### config.mk
export PLATFORM = sky130hd
export DESIGN_NAME = fmm_cell
export DESIGN_NICKNAME = d
export VERILOG_FILES = /design/src/fmm_pkg.sv /design/src/fmm_cell.sv
export SDC_FILE = /design/constraint.sdc
export NUM_CORES = 2
export LEC_CHECK = 0
export BUFFER_PORTS_ARGS = -buffer_cell sky130_fd_sc_hd__clkbuf_2
export CAP_MARGIN = 0
export CORE_ASPECT_RATIO = 1.25
export CORE_UTILIZATION = 40
export DETAILED_ROUTE_END_ITERATION = 16
export PLACE_DENSITY = 0.66
export SKIP_CTS_REPAIR_TIMING = 1
export SLEW_MARGIN = 0
export SYNTH_ARGS = -nofsm -noshare
export SYNTH_HDL_FRONTEND = slang
export SYNTH_SLANG_ARGS = --single-unit
### constraint.sdc
create_clock -name aclk -period 21.4 [get_ports aclk]
set_input_delay 2.14 -clock aclk [delete_from_list [all_inputs] [get_ports aclk]]
set_output_delay 2.14 -clock aclk [all_outputs]
set_load 0.01 [all_outputs]
### src/fmm_pkg.sv
package fmm_pkg;

    // Action codes of an input word
    localparam logic [1:0] ACT_LOAD_L  = 2'd0;
    localparam logic [1:0] ACT_LOAD_R  = 2'd1;
    localparam logic [1:0] ACT_COMPUTE = 2'd2;

    // Control flags that travel with a term through a cell
    typedef struct packed {
        logic valid;
        logic first;  // first term of a dot product: load the accumulator
        logic raw;    // add the stored right element unscaled
        logic last;   // final term of the row
    } flg_t;

    // Term handed from cell to cell along the row
    typedef struct packed {
        flg_t        f;
        logic [1:0]  k;
        logic [31:0] lval;
    } tok_t;

endpackage

### src/fmm_cell.sv
module fmm_cell (
    input  logic          aclk,
    input  logic          aresetn,
    input  fmm_pkg::tok_t tok_in,
    output fmm_pkg::tok_t tok_out,
    input  logic          rload,
    input  logic [1:0]    rrow,
    input  logic [31:0]   rdata,
    output logic [31:0]   result,
    output logic          done_last
);
    import fmm_pkg::*;

    localparam logic [31:0] QNAN = 32'hFFC0_0000;
    localparam logic [31:0] QBIT = 32'h0040_0000;

    // Count leading zeros of a 24-bit mantissa
    function automatic logic [4:0] lzc24(input logic [23:0] v);
        logic [4:0] n;
        n = 5'd24;
        for (int i = 0; i < 24; i++) begin
            if (v[i]) n = 5'(23 - i);
        end
        return n;
    endfunction

    // Count leading zeros of a 27-bit sum
    function automatic logic [4:0] lzc27(input logic [26:0] v);
        logic [4:0] n;
        n = 5'd27;
        for (int i = 0; i < 27; i++) begin
            if (v[i]) n = 5'(26 - i);
        end
        return n;
    endfunction

    // Round to nearest even and pack; mm is {mantissa, guard, sticky}
    function automatic logic [31:0] round_pack(input logic s, input logic signed [11:0] e,
                                               input logic [25:0] mm);
        logic [11:0] sh;
        logic [4:0]  shc;
        logic [51:0] w;
        logic [23:0] m;
        logic        g;
        logic        st;
        logic        up;
        logic [24:0] mr;
        logic [11:0] ef;
        logic [35:0] tot;
        sh  = (e <= 0) ? 12'(12'sd1 - e) : 12'd0;
        shc = (sh > 12'd26) ? 5'd26 : sh[4:0];
        w   = {mm, 26'b0} >> shc;
        m   = w[51:28];
        g   = w[27];
        st  = |w[26:0];
        up  = g & (st | m[0]);
        mr  = {1'b0, m} + {24'b0, up};
        ef  = (e <= 0) ? 12'd1 : e;
        tot = {1'b0, ef - 12'd1, 23'b0} + {11'b0, mr};
        if (tot >= {1'b0, 12'd255, 23'b0}) return {s, 8'hFF, 23'b0};
        return {s, tot[30:0]};
    endfunction

    // Right matrix column held by this cell
    logic [31:0] rcol_reg [4];
    tok_t        tok_out_reg;

    flg_t        fa_reg;
    logic [31:0] a_reg;
    logic [31:0] b_reg;

    flg_t               f1_reg;
    logic               sp1_reg;
    logic [31:0]        spv1_reg;
    logic               sg1_reg;
    logic [23:0]        ma1_reg;
    logic [23:0]        mb1_reg;
    logic signed [9:0]  ea1_reg;
    logic signed [9:0]  eb1_reg;

    flg_t               f2_reg;
    logic               sp2_reg;
    logic [31:0]        spv2_reg;
    logic               sg2_reg;
    logic [47:0]        p2_reg;
    logic signed [11:0] e2_reg;

    flg_t               f3_reg;
    logic [31:0]        prod3_reg;

    flg_t               f4_reg;
    logic               pass4_reg;
    logic [31:0]        v4_reg;
    logic               sub4_reg;
    logic               sgn4_reg;
    logic [7:0]         e4_reg;
    logic [26:0]        mb4_reg;
    logic [26:0]        ms4_reg;

    logic [31:0]        acc_reg;
    logic               done_reg;

    // Stage 1: unpack, catch special operands and raw terms, prenormalize subnormals
    logic               sp1_next;
    logic [31:0]        spv1_next;
    logic [23:0]        ma_raw;
    logic [23:0]        mb_raw;
    logic [4:0]         lza;
    logic [4:0]         lzb;
    logic               a_nan, b_nan, a_inf, b_inf, a_zero, b_zero, psign;

    always_comb begin
        a_nan  = (&a_reg[30:23]) && (|a_reg[22:0]);
        b_nan  = (&b_reg[30:23]) && (|b_reg[22:0]);
        a_inf  = (&a_reg[30:23]) && !(|a_reg[22:0]);
        b_inf  = (&b_reg[30:23]) && !(|b_reg[22:0]);
        a_zero = !(|a_reg[30:0]);
        b_zero = !(|b_reg[30:0]);
        psign  = a_reg[31] ^ b_reg[31];
        ma_raw = {|a_reg[30:23], a_reg[22:0]};
        mb_raw = {|b_reg[30:23], b_reg[22:0]};
        lza    = lzc24(ma_raw);
        lzb    = lzc24(mb_raw);
        sp1_next  = 1'b1;
        spv1_next = '0;
        priority if (fa_reg.raw) begin
            spv1_next = b_reg;
        end else if (a_nan) begin
            spv1_next = a_reg | QBIT;
        end else if (b_nan) begin
            spv1_next = b_reg | QBIT;
        end else if ((a_inf && b_zero) || (b_inf && a_zero)) begin
            spv1_next = QNAN;
        end else if (a_inf || b_inf) begin
            spv1_next = {psign, 8'hFF, 23'b0};
        end else if (a_zero || b_zero) begin
            spv1_next = {psign, 31'b0};
        end else begin
            sp1_next = 1'b0;
        end
    end

    // Stage 3: normalize the product and round
    logic [25:0]        mm3;
    logic signed [11:0] e3;

    always_comb begin
        if (p2_reg[47]) begin
            mm3 = {p2_reg[47:24], p2_reg[23], |p2_reg[22:0]};
            e3  = e2_reg + 12'sd1;
        end else begin
            mm3 = {p2_reg[46:23], p2_reg[22], |p2_reg[21:0]};
            e3  = e2_reg;
        end
    end

    // Stage 4: order the operands by magnitude, align the smaller one, catch specials
    logic               x_nan, y_nan, x_inf, y_inf, swp;
    logic               pass4_next;
    logic [31:0]        v4_next;
    logic [31:0]        big;
    logic [31:0]        sml;
    logic [7:0]         ebig;
    logic [7:0]         esml;
    logic [7:0]         dexp;
    logic [4:0]         dcl;
    logic [53:0]        wal;
    logic [26:0]        msh;

    always_comb begin
        x_nan = (&acc_reg[30:23]) && (|acc_reg[22:0]);
        y_nan = (&prod3_reg[30:23]) && (|prod3_reg[22:0]);
        x_inf = (&acc_reg[30:23]) && !(|acc_reg[22:0]);
        y_inf = (&prod3_reg[30:23]) && !(|prod3_reg[22:0]);
        swp   = prod3_reg[30:0] > acc_reg[30:0];
        big   = swp ? prod3_reg : acc_reg;
        sml   = swp ? acc_reg : prod3_reg;
        ebig  = (|big[30:23]) ? big[30:23] : 8'd1;
        esml  = (|sml[30:23]) ? sml[30:23] : 8'd1;
        dexp  = ebig - esml;
        dcl   = (dexp > 8'd27) ? 5'd27 : dexp[4:0];
        wal   = {|sml[30:23], sml[22:0], 3'b0, 27'b0} >> dcl;
        msh   = {wal[53:28], wal[27] | (|wal[26:0])};
        pass4_next = 1'b1;
        v4_next    = '0;
        priority if (f3_reg.first) begin
            v4_next = prod3_reg;
        end else if (x_nan) begin
            v4_next = acc_reg | QBIT;
        end else if (y_nan) begin
            v4_next = prod3_reg | QBIT;
        end else if (x_inf && y_inf && (acc_reg[31] != prod3_reg[31])) begin
            v4_next = QNAN;
        end else if (x_inf) begin
            v4_next = acc_reg;
        end else if (y_inf) begin
            v4_next = prod3_reg;
        end else begin
            pass4_next = 1'b0;
        end
    end

    // Stage 5: add or subtract, renormalize, round
    logic [27:0]        sum5;
    logic [4:0]         lz5;
    logic [7:0]         lim5;
    logic [4:0]         sh5;
    logic [26:0]        n5;
    logic [25:0]        mm5;
    logic signed [11:0] e5;
    logic [31:0]        acc_next;

    always_comb begin
        sum5 = sub4_reg ? ({1'b0, mb4_reg} - {1'b0, ms4_reg})
                        : ({1'b0, mb4_reg} + {1'b0, ms4_reg});
        lz5  = lzc27(sum5[26:0]);
        lim5 = e4_reg - 8'd1;
        sh5  = ({3'b0, lz5} > lim5) ? lim5[4:0] : lz5;
        n5   = sum5[26:0] << sh5;
        if (sum5[27]) begin
            mm5 = {sum5[27:4], sum5[3], |sum5[2:0]};
            e5  = $signed({4'b0, e4_reg}) + 12'sd1;
        end else begin
            mm5 = {n5[26:3], n5[2], |n5[1:0]};
            e5  = $signed({4'b0, e4_reg}) - $signed({7'b0, sh5});
        end
        if (pass4_reg) begin
            acc_next = v4_reg;
        end else if (sum5 == 28'd0) begin
            acc_next = sub4_reg ? 32'd0 : {sgn4_reg, 31'b0};
        end else begin
            acc_next = round_pack(sgn4_reg, e5, mm5);
        end
    end

    // Hold control flags, advance the pipeline
    always_ff @(posedge aclk) begin
        if (!aresetn) begin
            tok_out_reg.f.valid <= 1'b0;
            fa_reg.valid        <= 1'b0;
            f1_reg.valid        <= 1'b0;
            f2_reg.valid        <= 1'b0;
            f3_reg.valid        <= 1'b0;
            f4_reg.valid        <= 1'b0;
            done_reg            <= 1'b0;
        end else begin
            tok_out_reg <= tok_in;
            fa_reg      <= tok_in.f;
            f1_reg      <= fa_reg;
            f2_reg      <= f1_reg;
            f3_reg      <= f2_reg;
            f4_reg      <= f3_reg;
            done_reg    <= f4_reg.valid && f4_reg.last;
        end
    end

    // Datapath registers
    always_ff @(posedge aclk) begin
        if (rload) begin
            rcol_reg[rrow] <= rdata;
        end
        a_reg     <= tok_in.lval;
        b_reg     <= rcol_reg[tok_in.k];
        sp1_reg   <= sp1_next;
        spv1_reg  <= spv1_next;
        sg1_reg   <= psign;
        ma1_reg   <= ma_raw << lza;
        mb1_reg   <= mb_raw << lzb;
        ea1_reg   <= $signed({2'b0, (|a_reg[30:23]) ? a_reg[30:23] : 8'd1})
                     - $signed({5'b0, lza});
        eb1_reg   <= $signed({2'b0, (|b_reg[30:23]) ? b_reg[30:23] : 8'd1})
                     - $signed({5'b0, lzb});
        sp2_reg   <= sp1_reg;
        spv2_reg  <= spv1_reg;
        sg2_reg   <= sg1_reg;
        p2_reg    <= {24'b0, ma1_reg} * {24'b0, mb1_reg};
        e2_reg    <= {{2{ea1_reg[9]}}, ea1_reg} + {{2{eb1_reg[9]}}, eb1_reg} - 12'sd127;
        prod3_reg <= sp2_reg ? spv2_reg : round_pack(sg2_reg, e3, mm3);
        pass4_reg <= pass4_next;
        v4_reg    <= v4_next;
        sub4_reg  <= big[31] ^ sml[31];
        sgn4_reg  <= big[31];
        e4_reg    <= ebig;
        mb4_reg   <= {|big[30:23], big[22:0], 3'b0};
        ms4_reg   <= msh;
        if (f4_reg.valid) begin
            acc_reg <= acc_next;
        end
    end

    assign tok_out   = tok_out_reg;
    assign result    = acc_reg;
    assign done_last = done_reg;

endmodule

After elaboration in Yosys (flattened, before gate mapping)
Memories as Yosys holds them, arrays and structs flattened. A register that Yosys moved wholly into a read port is not among the register bits. Index checks and enable logic that the tools add are counted.

$add $sub $neg: 19. Multiply operators: 1. $lt $le $gt $ge: 9. Equality and inequality tests: 1. Shift-type cells: 6. Muxes and demuxes: 122. Bitwise operators: 7. Reductions and logical operators: 46.

Operators with widths (number): 32-bit 2-to-1 mux (22); 5-bit 2-to-1 mux (72); 23-bit OR reduction (5); 52-bit by 5-bit >> shifter with 52-bit output (2); 27-bit OR reduction (3); 35-bit by 25-bit adder with 36-bit output (2); 36-bit by 31-bit greater-or-equal comparator with 1-bit output (second input constant) (2); 12-bit 2-to-1 mux (6); 31-bit OR reduction (2); 54-bit by 5-bit >> shifter with 54-bit output (1); 26-bit 2-to-1 mux (2); 24-bit by 1-bit adder with 25-bit output (2); 24-bit by 24-bit multiplier with 48-bit output (1); 24-bit by 5-bit << shifter with 24-bit output (2); 8-bit 2-to-1 mux (4); 8-bit AND reduction (4); 8-bit OR reduction (4); 31-bit greater-than comparator (1); 27-bit by 27-bit adder with 28-bit output (1); 28-bit zero test (1); 28-bit 2-to-1 mux (1); 27-bit by 27-bit subtractor with 28-bit output (1); 27-bit by 5-bit << shifter with 27-bit output (1); 8-bit by 5-bit subtractor with 9-bit output (3); other kinds (25) (66).

Bits in registers: 434. Bits in writable memories: 128. Input port bits: 75. Output and inout bits: 71. Word-level logic and storage cells: 252. Memories: 1.

Memories: rcol_reg (words 4, width 32, rd ports 1, clocked after Yosys merged registers in 1, wr ports 1, line fmm_cell.sv:65) `logic [31:0] rcol_reg [4];`.

Logic depth before layout (Yosys ltp)
Word-level depth: 50. Gate-level depth with buffers: 63. Gate-level depth less buffers: 56.

Worst setup path after synthesis
Ideal clock, no wire load.

Path type: register to register. Start point: register ms4_reg[5]. End point: register acc_reg[14], in the netlist result[14] (data pin). Setup time: 0.180 ns. Arrival time: 11.771 ns. Required time: 21.220 ns. Path slack: 9.449 ns. Stages on the path, launching flop included: 58. Path buffers: 8. Period minus slack after synthesis: 11.951 ns. Cell sequence: dfxtp_1 -> inv_1 -> ha_1 -> buf_2 -> nor2b_1 -> a2111o_1 -> a211oi_1 -> o21ai_1 -> xor2_1 -> mux2_2 -> a311oi_1 -> o311ai_2 -> a31o_2 -> nor3_1 -> ha_1 -> nor2b_1 -> o21a_1 -> o21a_1 -> [... 22 more ...] -> o21ba_2 -> clkbuf_1 -> buf_2 -> buf_2 -> nand3_1 -> o2bb2ai_1 -> a2111oi_0 -> nand3_1 -> or3b_1 -> nand2_1 -> ha_1 -> and4_1 -> a41oi_2 -> nor2_1 -> xor2_1 -> and4bb_4 -> buf_6 -> o41ai_2.

Cells in the longest elaborated chain, start to end: 45. Elaborated cells on any way between the ends: 53. Those cells by class: 7 x add/sub; 4 x order compare; 2 x shift; 35 x mux; 2 x bitwise; 3 x reduce/logical.

RTL lines: start, declared (line fmm_cell.sv:98) `logic [26:0] ms4_reg;`; start signal, assigned (line fmm_cell.sv:285) `ms4_reg <= msh;`; 27-bit by 27-bit adder with 28-bit output or 27-bit by 27-bit subtractor with 28-bit output (tied branches) (line fmm_cell.sv:215, fmm_cell.sv:214); 28-bit 2-to-1 mux * (line fmm_cell.sv:214) `sum5 = sub4_reg ? ({1'b0, mb4_reg} - {1'b0, ms4_reg})`; 5-bit 2-to-1 mux (22 in a row) (line fmm_cell.sv:32) `if (v[i]) n = 5'(26 - i);`; 5-bit by 8-bit greater-than comparator with 1-bit output (line fmm_cell.sv:218) `sh5 = ({3'b0, lz5} > lim5) ? lim5[4:0] : lz5;`; 5-bit 2-to-1 mux (line fmm_cell.sv:218); 8-bit by 5-bit subtractor with 9-bit output (line fmm_cell.sv:225) `e5 = $signed({4'b0, e4_reg}) - $signed({7'b0, sh5});`; 12-bit 2-to-1 mux (line fmm_cell.sv:220) `if (sum5[27]) begin`; 2-bit by 12-bit subtractor with 12-bit output or 12-bit by 1-bit less-or-equal comparator with 1-bit output (tied branches) (line fmm_cell.sv:50, fmm_cell.sv:58); [... 9 more ...]; 36-bit by 31-bit greater-or-equal comparator with 1-bit output (line fmm_cell.sv:60) `if (tot >= {1'b0, 12'd255, 23'b0}) return {s, 8'hFF, 23'b0};`; 1-bit 2-to-1 mux (line fmm_cell.sv:60); 1-bit 2-to-1 mux (line fmm_cell.sv:229) `end else if (sum5 == 28'd0) begin`; 1-bit 2-to-1 mux (line fmm_cell.sv:227) `if (pass4_reg) begin`; 32-bit 2-to-1 mux (line fmm_cell.sv:61) `return {s, tot[30:0]};`; 32-bit 2-to-1 mux * (line fmm_cell.sv:229); 32-bit 2-to-1 mux * (line fmm_cell.sv:227); named net acc_next[14] (line fmm_cell.sv:211) `logic [31:0] acc_next;`; end signal, assigned (line fmm_cell.sv:287) `acc_reg <= acc_next;`; end, declared (line fmm_cell.sv:100) `logic [31:0] acc_reg;`.

Mark *: on every way through the listed nets, which the timed path passes. The rest lies on a longest branch. The select of a mux whose other input is x is not followed. A chain may end at the register's enable or synchronous reset.

Final worst setup path
Start point: register ms4_reg[7]. End point: register acc_reg[15], in the netlist result[15] (data pin).

Cells in the longest elaborated chain, start to end: 43. Elaborated cells on any way between the ends: 51. Those cells by class: 7 x add/sub; 4 x order compare; 2 x shift; 33 x mux; 2 x bitwise; 3 x reduce/logical.

RTL lines (line): 27-bit by 27-bit adder with 28-bit output or 27-bit by 27-bit subtractor with 28-bit output (tied branches) (fmm_cell.sv:215, fmm_cell.sv:214); 28-bit 2-to-1 mux * (fmm_cell.sv:214); 5-bit 2-to-1 mux (20 in a row) (fmm_cell.sv:32); 5-bit by 8-bit greater-than comparator with 1-bit output (fmm_cell.sv:218); 5-bit 2-to-1 mux (fmm_cell.sv:218); 8-bit by 5-bit subtractor with 9-bit output (fmm_cell.sv:225); 12-bit 2-to-1 mux (fmm_cell.sv:220); 2-bit by 12-bit subtractor with 12-bit output or 12-bit by 1-bit less-or-equal comparator with 1-bit output (tied branches) (fmm_cell.sv:50, fmm_cell.sv:58); [... 9 more ...]; 36-bit by 31-bit greater-or-equal comparator with 1-bit output (fmm_cell.sv:60); 1-bit 2-to-1 mux (fmm_cell.sv:60); 1-bit 2-to-1 mux (fmm_cell.sv:229); 1-bit 2-to-1 mux (fmm_cell.sv:227); 32-bit 2-to-1 mux (fmm_cell.sv:61); 32-bit 2-to-1 mux * (fmm_cell.sv:229); 32-bit 2-to-1 mux * (fmm_cell.sv:227); named net acc_next[15] (fmm_cell.sv:211).

Marked as above.

==> qor.csv <==
stage;metric;value;unit
sta;final setup fails;0;
sta;Slew @ Worst Pin;1280;ps
floorplanning;Die Wd;332;um
finish;Reg area;0.0139;mm^2
clocking;CTS buffer count;59;
grt;Total GRT Usage;0.253;
clocking;CTS tree;yes;
synthesis;top cells by area, synth;fa_1 (18%), dfxtp_1 (14%), edfxtp_1 (11%);
finish;area of the multi-input gates;0.0370;mm^2
route;DRC viols;0;
synthesis;Yosys warning count;0;
synthesis;Top FF cell, synth;dfxtp_1;
place;placed instance count;7617;
synthesis;top cell type by total area after synthesis;fa_1;
floorplanning;core region area;0.135;mm^2
finish;P&R area growth vs syn;8.45;%
synthesis;asr flop ratio synth;0;
setup_path;Worst Path Required;21880;ps
setup_path;crit end category;register;
clocking;clock-pin slew on the worst setup and hold paths;70;ps
setup_path;CP Launch Point;ms4_reg[7];
place;PortBufs;145;
synthesis;Avg Inst Size Synth;9.20;um^2
finish;Fill cells;13000;
min_path;Hold Path Depth;0;
synthesis;Mapped Cells;5925;
grt;Overflow after GRT;0;
sta;Tmin final;15820;ps
synthesis;sequential fraction of the synthesis area;0.255;
synthesis;post-synth top area share;0.178;
setup_path;R2R depth;50;
setup_path;Crit Path Class;register to register;
floorplanning;site row count;151;
grt;global-route wire length before repair;270;mm
route;final wirelength;179;mm
sta;Max Slew Vio Count;0;
finish;max reg flops;128;
grt;largest net degree at the start of global routing;83;
setup_path;crit-path max cell delay;1070;ps
min_path;hold_sp;spv1_reg[8];
setup_path;critical path peak fanout;36;
route;ANT nets after route;0;
run_status;status;finished clean;
sta;Clock Skew;47.2;ps
floorplanning;Die Area;0.138;mm^2
route;vias;45200;
finish;ratio of cells with drive above 1 in the final layout;0.0977;
clocking;Longest Clk Path Bufs;3;
floorplanning;Die Ht;415;um
grt;initial antenna violation count;2;
setup_path;Worst Path Arrival;16310;ps
setup_path;Startpoint Class;register;
floorplanning;I/O pin total;146;
clocking;Clock Tree Root;clkbuf_16;
min_path;worst min-delay path class;register to register;
finish;fin nets;6788;
route;drt wl/cell;23.1;um
finish;non-filler cells, final;7730;
sta;Max-slew headroom;0.138;
synthesis;Post-synth top cells;nand2_1 (680), inv_1 (634), fa_1 (486), dfxtp_1 (389), nor2_1 (356);
sta;Tcrit/Tclk final;0.739;
sta;maximum clock frequency;0.0632;GHz
route;DR pass1 iterations;6;
grt;vias in the first global route;46000;
clocking;H-tree depth;2;
place;GPL Wtd Cong;0.955;
finish;post-layout util;0.436;
synthesis;synth unique cells;119;
synthesis;Post-synth EDFFs;204;
route;DRC violation total after the first TritonRoute iteration;3453;
sta;RSZ-0062 raised after global routing;no;
floorplanning;Starting Density;0.402;
sta;setup_tns;0;ps
sta;Final Hold Fails;0;
synthesis;flop and latch count out of synthesis;593;
clocking;Clock Latency Late Sink;670;ps
setup_path;R2R Path Start;ms4_reg[7];
route;via/cell ratio;5.85;
run;maxcap violations;0;
synthesis;top-count cell post-synth;nand2_1;
place;Final HPWL DP;136;mm
setup_path;Worst path slowest cell;nor4_1;
clocking;TritonCTS Sinks;593;
synthesis;mapped cell area;0.0545;mm^2
[cell usage in the layout, fill, tap and decap left out, drive strengths merged, types with 17 or more instances in the layout]
cell,n
a211o,17
a211oi,76
a21o,76
a21oi,248
a22o,78
a31oi,49
and2,228
and3,31
buf,99
clkbuf,226
clkinv,18
dfxtp,389
edfxtp,204
fa,486
ha,308
inv,645
mux2,56
mux2i,246
mux4,46
nand2,682
nand2b,45
nand3,102
nand4,54
nor2,358
nor2b,51
nor3,127
nor4,71
o211ai,50
o21a,28
o21ai,182
o21bai,32
o221ai,17
o22ai,33
o31ai,31
o41ai,30
or2,23
or3,34
xnor2,133
xor2,66
[per-layer routing]
| layer | track usage | share of wire | vias to the layer above | wire length, um |
|---|---|---|---|---|
| met2 | 0.458 | 0.51 | 1686 | 90700 |
| met4 | 0.145 | 0.062 | 0 | 11100 |
| met3 | 0.0298 | 0.055 | 533 | 9820 |
| li1 | - | - | 20500 | - |
| met5 | 0 | 0 | - | 0 |
| met1 | 0.287 | 0.38 | 22500 | 67100 |
[through the flow]
step | setup slack (ps) | instance area [um^2] | hold slack [ps]
final | 5580 | 59100 | 295
after global routing | 4720 | 59100 | 316
after CTS | 6050 | 59100 | 303
after detailed placement | 6130 | 57000 | 312
after global placement | 6210 | 57000 | 311
after floorplan | 9450 | 54500 | 310
[critical path: cells and delay by family, from the launching register on]
kind	cells	cell delay (ps)
and+or+nand+nor	23	6960
adders and majority gates	3	1110
DFF	1	350
buffers and inverters	3	1170
muxes	1	130
AOI/OAI and AO/OA	20	5860
[cell families after synthesis]
group	after synthesis	synth area share
fa+ha+maj	794	0.249
simple gates	1875	0.167
buf+inv	953	0.0675
compound gates	1162	0.153
flops	593	0.255
xor+xnor	199	0.0322
other cells	1	0.0000688
mux	348	0.0758
[final cells by class]
type                            count  share of cell area
Sequential cell                   593               0.235
Clock buffer                       81              0.0284
Antenna cell                        1           0.0000423
Clock inverter                     31             0.00703
Multi-Input combinational cell   4380               0.626
Inverter                          641              0.0407
Timing Repair Buffer              244              0.0248
Tap cell                         1759              0.0372
[worst paths after layout]
path                            slack (ps)           to
worst min register to register         290  spv2_reg[8]
worst max register to register        5580   result[15]
worst min-delay path                   290  spv2_reg[8]
worst max-delay path                  5580   result[15]
Power is not shown: default switching activity piles up to over one toggle a cycle in this logic, so the estimate is an artifact.
